File: src/mcclip_pkg.sv
// Shared widths, codes and item types for the moving circle collision clip block.
package mcclip_pkg;

	localparam int CW        = 32;   // coordinate and move width, Q16.16
	localparam int RW        = 31;   // radius width
	localparam int DW        = CW + 1;
	localparam int A_W       = 2 * CW + 1;
	localparam int B_W       = 2 * CW + 3;
	localparam int C_W       = 2 * CW + 2;
	localparam int ABSB_W    = B_W - 1;
	localparam int ABSC_W    = C_W - 1;
	localparam int NUM_W     = 2 * CW + 5;
	localparam int DEN_W     = 2 * CW + 2;
	localparam int DELTA_W   = 4 * CW + 5;
	localparam int SQ_W      = DELTA_W + 1;
	localparam int ROOT_W    = SQ_W / 2;
	localparam int REM_W     = ROOT_W + 1;
	localparam int CHUNK_W   = 22;
	localparam int NCHUNK    = 3;
	localparam int PP_W      = 2 * CHUNK_W;
	localparam int ROW_W     = PP_W + 2 * CHUNK_W + 1;
	localparam int SUM_W     = SQ_W;
	localparam int BB_W      = 2 * ABSB_W;
	localparam int AC_W      = A_W + ABSC_W;
	localparam int MPP_W     = CW + CHUNK_W;
	localparam int PROD_W    = CW + DEN_W - 1;
	localparam int DIV_N     = CW;
	localparam int DREM_W    = DEN_W;
	localparam int IN_W      = 320;
	localparam int OUT_W     = 4 * CW;
	localparam int EPS_W     = 32;
	localparam logic [EPS_W-1:0] EPS_RESET = 32'd42950;
	localparam int QDEPTH    = 4;
	localparam int QPTR_W    = 2;
	localparam int QCNT_W    = 3;

	// item classes decided in the front part
	localparam logic [1:0] K_PASS  = 2'd0;   // no hit, moves pass through
	localparam logic [1:0] K_STOP  = 2'd1;   // touching and closing, moves zeroed
	localparam logic [1:0] K_SOLVE = 2'd2;   // time of impact from num/den

	typedef logic [3:0][CW-1:0] mv_t;

	typedef struct packed {
		logic [1:0]               kind;
		logic [DELTA_W-1:0]       delta;
		logic signed [NUM_W-1:0]  num_pre;
		logic [DEN_W-1:0]         den;
		mv_t                      mv;
	} fe_item_t;

	typedef struct packed {
		logic [1:0]               kind;
		logic signed [NUM_W-1:0]  num_pre;
		logic [DEN_W-1:0]         den;
		mv_t                      mv;
	} bk_pay_t;

endpackage

File: src/mcclip_queue.sv
// Short queue between the front and back parts.
module mcclip_queue import mcclip_pkg::*; (
	input  logic      clk,
	input  logic      arst_n,
	input  logic      in_valid,
	output logic      in_ready,
	input  fe_item_t  in_item,
	output logic      out_valid,
	input  logic      out_ready,
	output fe_item_t  out_item
);

	fe_item_t          mem [QDEPTH];
	logic [QPTR_W-1:0] wr_q, rd_q;
	logic [QCNT_W-1:0] cnt_q;
	logic              push, pop;

	assign in_ready  = cnt_q != QCNT_W'(QDEPTH);
	assign out_valid = cnt_q != '0;
	assign push      = in_valid && in_ready;
	assign pop       = out_valid && out_ready;
	assign out_item  = mem[rd_q];

	always_ff @(posedge clk) begin
		if (push) begin
			mem[wr_q] <= in_item;
		end
	end

	always_ff @(posedge clk or negedge arst_n) begin
		if (!arst_n) begin
			wr_q  <= '0;
			rd_q  <= '0;
			cnt_q <= '0;
		end else begin
			if (push) begin
				wr_q <= wr_q + 1'b1;
			end
			if (pop) begin
				rd_q <= rd_q + 1'b1;
			end
			cnt_q <= cnt_q + QCNT_W'(push) - QCNT_W'(pop);
		end
	end

	a_ptr_cnt: assert property (@(posedge clk) disable iff (!arst_n)
		QPTR_W'(rd_q + cnt_q[QPTR_W-1:0]) == wr_q)
		else $error("queue pointers and count disagree");

	a_cnt_step: assert property (@(posedge clk) disable iff (!arst_n)
		(push && !pop) |=> cnt_q == $past(cnt_q) + 1'b1)
		else $error("queue count did not advance on push");

endmodule

File: config.mk
export PLATFORM = sky130hd
export DESIGN_NAME = mcclip_queue
export DESIGN_NICKNAME = d
export VERILOG_FILES = /design/src/mcclip_pkg.sv /design/src/mcclip_queue.sv
export SDC_FILE = /design/constraint.sdc
export NUM_CORES = 1
export LEC_CHECK = 0
export BUFFER_PORTS_ARGS = -buffer_cell sky130_fd_sc_hd__buf_4
export CAP_MARGIN = 10
export CORE_MARGIN = 3
export CORE_UTILIZATION = 28
export DETAILED_ROUTE_END_ITERATION = 7
export PLACE_DENSITY_LB_ADDON = 0.05
export SYNTH_ARGS = -nofsm -noshare
export SYNTH_HDL_FRONTEND = slang
export SYNTH_SLANG_ARGS = --single-unit
File: constraint.sdc
create_clock -name clk -period 9.74 [get_ports clk]
set_clock_uncertainty 0.05 [all_clocks]
set_input_delay 0.487 -clock clk [delete_from_list [all_inputs] [get_ports clk]]
set_output_delay 0.487 -clock clk [all_outputs]
set_load 0.05 [all_outputs]
==> reports/results.ini, run 1 <==
[status]
status=finished clean

[grt]
gr-usage-met2_pct=23.72
grt_max_degree=141
top_usage_layer=met2
grt.total_usage_pct=14.62
antenna_found_initial=67
grtUsageMet1_pct=18.24
grt_pass1_wl_mm=224.8
grt_pass1_vias=30530
gr-usage-met3_pct=5.488
grt-ovfl-total=0

[logic_synthesis]
syn_nets=2529
synthTopCellsByCount=edfxtp_1, mux4_2, buf_2, buf_6, buf_12
yosysMostFrequentCell=edfxtp_1
ys_ff_latch=1599
synthTopCellsByArea=edfxtp_1, mux4_2, buf_12
yosysUniqueCellTypes=21
synth_xor_area_share_pct=0.06026
synth_ff_type=edfxtp_1
seq_area_frac_synth_pct=82.53
synth_compound_area_share_pct=0.05595
synth_top_area_share_pct=82.23
synth_edf_count=1592
synth.mux.area_fraction_pct=15.42
synth_area_mm2=0.05814
synth_top_family_by_area=multiplexers
syn_inst=2120
synth_top_area_cell=edfxtp_1
syn_avg_cell_area_um2=27.42
synthAdderAreaFrac_pct=0.1636
async_flop_share_pct=0.4378
yosys.area_share.simple_pct=0.1722
yosys_warnings=0

[placed_design]
postPlaceCellArea_mm2=0.06697
dp_slack_ns=5.507
placedCellCount=5551
port_buffers=801
finalWeightedCongestion=0.7506
hpwl_mm=100.1

[floorplanning]
boundaryPins=802
die_area_mm2=0.2131
fp.dieH_um=461.7
start_util_pct=28.27
rows=166
core_area_mm2=0.2056
die_width_um=461.7

[clocking]
clock-root-buffer=clkbuf_16
clockBufferDepth=3
numCtsBuffers=180
cts_setup_buffers=0
cts_resized=0
clock_sinks=1599
clock_latency_ns=0.77
clk_pin_slew_worst_paths_ns=0.06
cts_tree=yes
h-tree-depth=4
postCtsHoldBufs=401

[drt]
dr.first_iter.drc_count=1896
wl_mm=158.2
postRouteAntennaNets=0
firstDrtPassIters=7
wl_per_cell_um=25.02
vias=27930
vias_per_cell=4.419
drc=0

[hold_path]
hold_path_class=input port to asynchronous set/reset pin

[final_layout]
fillers=18860
utilization_pct=37.35
fin_nets=3855
final_cell_area_mm2=0.07679
drive_above_1_share_pct=41.06
final_cells=6321
area_growth_pct=32.08

[sta]
fin_crit_ns=4.786
fmax_ghz=0.2089
fin_tns_setup_ns=0
whs_ns=0.1367
worst_slack_ns=4.954
report.final.slew_viol_count=0
setup_violations=0
rsz0062_at_grt=no
post-route-period-util_pct=49.14
finalHoldViolations=0
max_slew.worst_pin.slew_ns=1.349
relSlewSlack_pct=10.10

[worst_setup_path]
start_kind=flip-flop
end_kind=output pin
worst-endpoint-arrival_ns=4.25
cp.required_ns=9.20
path_class=flip-flop to output pin
path_max_fanout=127

[power_and_ir_drop]
power_density_mw_per_mm2=349.9
p_leak_nw=25.81
peakVddDrop_v=0.0002404
total_power_mw=26.87

[job]
drv_cap=0

area by class of cell:
type | instances | area [µm²] | area share (%)
multi-input cells | 426 | 9241 | 12.03
flip-flops and latches | 1599 | 47990 | 62.49
clock inverters | 101 | 932.1 | 1.214
repair buffers | 1233 | 10370 | 13.51
well taps | 2688 | 3363 | 4.380
clock buffers | 230 | 4777 | 6.221
inverters | 6 | 22.52 | 0.02933
diodes | 38 | 95.09 | 0.1238
worst max-delay path, cell delays in order, from the launching register on:
cell and delay, ns:
dfrtp_4 0.95, buf_12 0.52, buf_4 0.83, mux4_2 0.46
buf_4 0.22
report_power, final:
part | internal, mW | total (mW) | switching [mW] | leakage, nW
sequential | 9.08 | 9.42 | 0.340 | 14.7
combinational | 3.46 | 10.9 | 7.49 | 8.37
clock | 3.81 | 6.51 | 2.70 | 2.78
cells by family (layout without fill, tap and decap cells):
logic type	Yosys count	in the layout
mux	398	398
simple gates	13	13
compound gates	4	4
xor+xnor	4	4
flops	1599	1599
other cells	0	38
buf+inv	95	1570
fa+ha+maj	7	7
final timing paths:
path                                   start            end  slack, ns  cells past startpoint
worst max-delay path                 rd_q[1]  out_item[375]       4.95                      4
worst min-delay path                  arst_n       cnt_q[2]       0.14                      2
worst max register to register      cnt_q[1]    mem[0][192]       5.81                      4
worst min register to register      cnt_q[0]       cnt_q[0]       0.58                      1
max in group asynchronous             arst_n        rd_q[0]       9.35                      2
min in group clk                in_item[313]    mem[3][313]       0.37                      2
metal layers:
layer / wire length (µm) / part of all wire [%]
met4: 4484 / 2.8
met5: 267 / 0.17
met2: 76050 / 48
met1: 63720 / 40
met3: 13660 / 8.6
sequential cells by signal, indices dropped and copies added, names as in the netlist:
register	count
mem	1592
rd_q	2
cnt_q	3
wr_q	2
cell usage in the layout, fill, tap and decap left out, drive strengths merged:
cell	count
bufinv	13
clkbuf	230
fa	1
xor2	1
clkinvlp	3
diode	38
and3b	4
dfrtp	7
buf	832
xnor2	3
ha	6
or3	1
inv	13
dlygate4sd3	401
mux4	398
nand2	1
o211ai	2
nand4bb	2
nor3b	1
nand2b	4
clkinv	78
o31a	1
o311ai	1
edfxtp	1592
(Power assumes the default switching activity.)
==> inputs of run 2 (changes only) <==
==> constraint.sdc (replaced) <==
create_clock -name clk -period 4.9 [get_ports clk]
set_clock_uncertainty 0.05 [all_clocks]
set_input_delay 0.245 -clock clk [delete_from_list [all_inputs] [get_ports clk]]
set_output_delay 0.245 -clock clk [all_outputs]
set_load 0.05 [all_outputs]
==> reports/results.ini, run 2 (synthesis results as in run 1) <==
[status]
status=finished clean  ; unchanged

[worst_setup_path]
worst-endpoint-arrival_ns=3.33  ; was 4.25 ns
path_class=flip-flop to output pin  ; unchanged
reg2reg_slack_ns=2.24  ; was 5.81 ns
start_kind=flip-flop  ; unchanged
cp.required_ns=4.61  ; was 9.20 ns
end_kind=output pin  ; unchanged
path_max_fanout=39  ; was 127

[final_layout]
fillers=18800  ; was 18860
final_cell_mix=edfxtp_1, buf_4, dlygate4sd3_1, mux4_2, clkbuf_16  ; unchanged
multiInputGateArea_mm2=0.009241  ; unchanged
seq_area_mm2=0.04799  ; unchanged
final_common_cell=edfxtp_1  ; unchanged
drive_above_1_share_pct=41.36  ; was 41.06%
top_regs=mem: 1592 flops, cnt_q: 3 flops  ; unchanged
area_growth_pct=32.60  ; was 32.08%
top_register=mem  ; unchanged
fin_nets=3871  ; was 3855
largest_reg_flops=1592  ; unchanged

[power_and_ir_drop]
clock_power_share_pct=24.0  ; was 24.2%
pwr-share-seq_pct=35.0  ; about the same
power_density_mw_per_mm2=694.5  ; was 349.9 mW/mm²
total_power_mw=53.54  ; was 26.87 mW
p_int_mw=32.61  ; was 16.34 mW
switching_share_pct=39.08  ; was 39.18%
peakVddDrop_v=0.0004814  ; was 0.0002404 V
pwr-share-comb_pct=41.0  ; was 40.7%
p_leak_nw=25.94  ; was 25.81 nW
switchingPower_mw=20.92  ; was 10.53 mW

[clocking]
cts_tree=yes  ; unchanged
clockBufferDepth=3  ; unchanged
h-tree-depth=4  ; unchanged
cts_setup_buffers=0  ; unchanged
clock_latency_ns=0.79  ; was 0.77 ns
cts_resized=0  ; unchanged
clock_sinks=1599  ; unchanged
clk_pin_slew_worst_paths_ns=0.05  ; was 0.06 ns
numCtsBuffers=182  ; was 180
clock-root-buffer=clkbuf_16  ; unchanged

[sta]
rsz0062_at_grt=no  ; unchanged
relSlewSlack_pct=23.74  ; was 10.10%
report.final.slew_viol_count=0  ; unchanged
worst_slack_ns=1.278  ; was 4.954 ns
finalHoldViolations=0  ; unchanged
fmax_ghz=0.2761
post-route-period-util_pct=73.92
max_slew.worst_pin.slew_ns=1.144  ; was 1.349 ns
setup_violations=0  ; unchanged
fin_crit_ns=3.622

[placed_design]
finalWeightedCongestion=0.7325  ; was 0.7506
dp_slack_ns=1.917  ; was 5.507 ns
port_buffers=801  ; unchanged
hpwl_mm=99.98  ; was 100.1 mm

[job]
drv_cap=0  ; unchanged

[grt]
grt-ovfl-total=0  ; unchanged
grt.total_usage_pct=14.66  ; was 14.62%
antenna_found_initial=58  ; was 67
grt_pass1_vias=30770  ; was 30530
grt_max_degree=122  ; was 141
grt_pass1_wl_mm=224.4  ; was 224.8 mm

[floorplanning]
boundaryPins=802  ; unchanged
start_util_pct=28.27  ; unchanged
die_width_um=461.7  ; unchanged
core_area_mm2=0.2056  ; unchanged
die_area_mm2=0.2131  ; unchanged
fp.dieH_um=461.7  ; unchanged
rows=166  ; unchanged

[drt]
postRouteAntennaNets=0  ; unchanged
vias=27940  ; was 27930
drc=0  ; unchanged
wl_mm=158.5  ; was 158.2 mm
firstDrtPassIters=5  ; was 7
wl_per_cell_um=25.05  ; was 25.02 µm
vias_per_cell=4.416  ; was 4.419
dr.first_iter.drc_count=1809  ; was 1896

[hold_path]
hold_path_class=input port to flip-flop  ; was input port to asynchronous set/reset pin

[run 2: changes by cell type in the layout (fill, tap and decap cells not counted), sizes merged]
cell,delta
inv,-1
clkbuf,-2
clkinvlp,+2
dlygate4sd3,+1
diode,-4
bufinv,-2
clkinv,-1
buf,+13
[run 2: final timing paths]
path | startpoint | to | depth (start not counted)
max in group asynchronous | arst_n | rd_q[1] | 3
max reg2reg | cnt_q[2] | mem[3][112] | 3
min reg2reg | wr_q[1] | wr_q[1] | 2
min | in_item[388] | mem[1][388] | 2
max | rd_q[0] | out_item[268] | 3
min in group asynchronous | arst_n | wr_q[1] | 3
[run 2: layout make-up]
type                    count  share of cell area (%)
clock inverters            99                   1.055
inverters                   6                 0.02921
flip-flops and latches   1599                   62.25
multi-input cells         426                   11.99
repair buffers           1247                   13.94
diodes                     34                  0.1104
clock buffers             228                   6.270
well taps                2688                   4.363
[run 2: what timing repair did]
item,CTS,global route
hold buffers,402,0
endpoints found under the setup margin,0,0
hold endpoints to repair,1608,0
[run 2: routing by layer]
| metal | GRT usage (%) | vias to the layer above | wire (µm) |
|---|---|---|---|
| met1 | 17.81 | 14800 | 63260 |
| met3 | 5.200 | 275 | 12240 |
| met2 | 24.57 | 794 | 78600 |
| li1 | - | 12040 | - |
| met4 | 4.277 | 22 | 4264 |
| met5 | 0 | - | 152 |
[run 2: power groups by stage]
stage	combinational (mW)	sequential (mW)	clock, mW
finish	21.9	18.7	12.9
global route	23.1	19.0	13.9
CTS	22.6	18.8	13.4
detailed placement	22.3	19.1	0
global placement	22.3	18.9	0
floorplan	15.1	19.2	0
[run 2: worst max-delay path: stages, from the launching register on]
cell and delay [ns]:
dfrtp_4 1.14, buf_4 0.55, mux4_2 0.59, buf_4 0.21
[run 2: through the flow]
| stage | hold WS, ns | TNS, ns | instance area (µm²) | instances | utilization [%] |
|---|---|---|---|---|---|
| floorplan | -0.1006 | -1753.82 | 58140 | 2120 | - |
| global placement | 0.01502 | 0 | 67330 | 5564 | 32.75 |
| CTS | 0.03153 | 0 | 77010 | 6293 | 37.45 |
| finish | 0.1464 | 0 | 77090 | 6327 | 37.49 |
| detailed placement | 0.02066 | 0 | 67330 | 5564 | 32.75 |
| global route | 0.06998 | 0 | 77050 | 6311 | 37.47 |
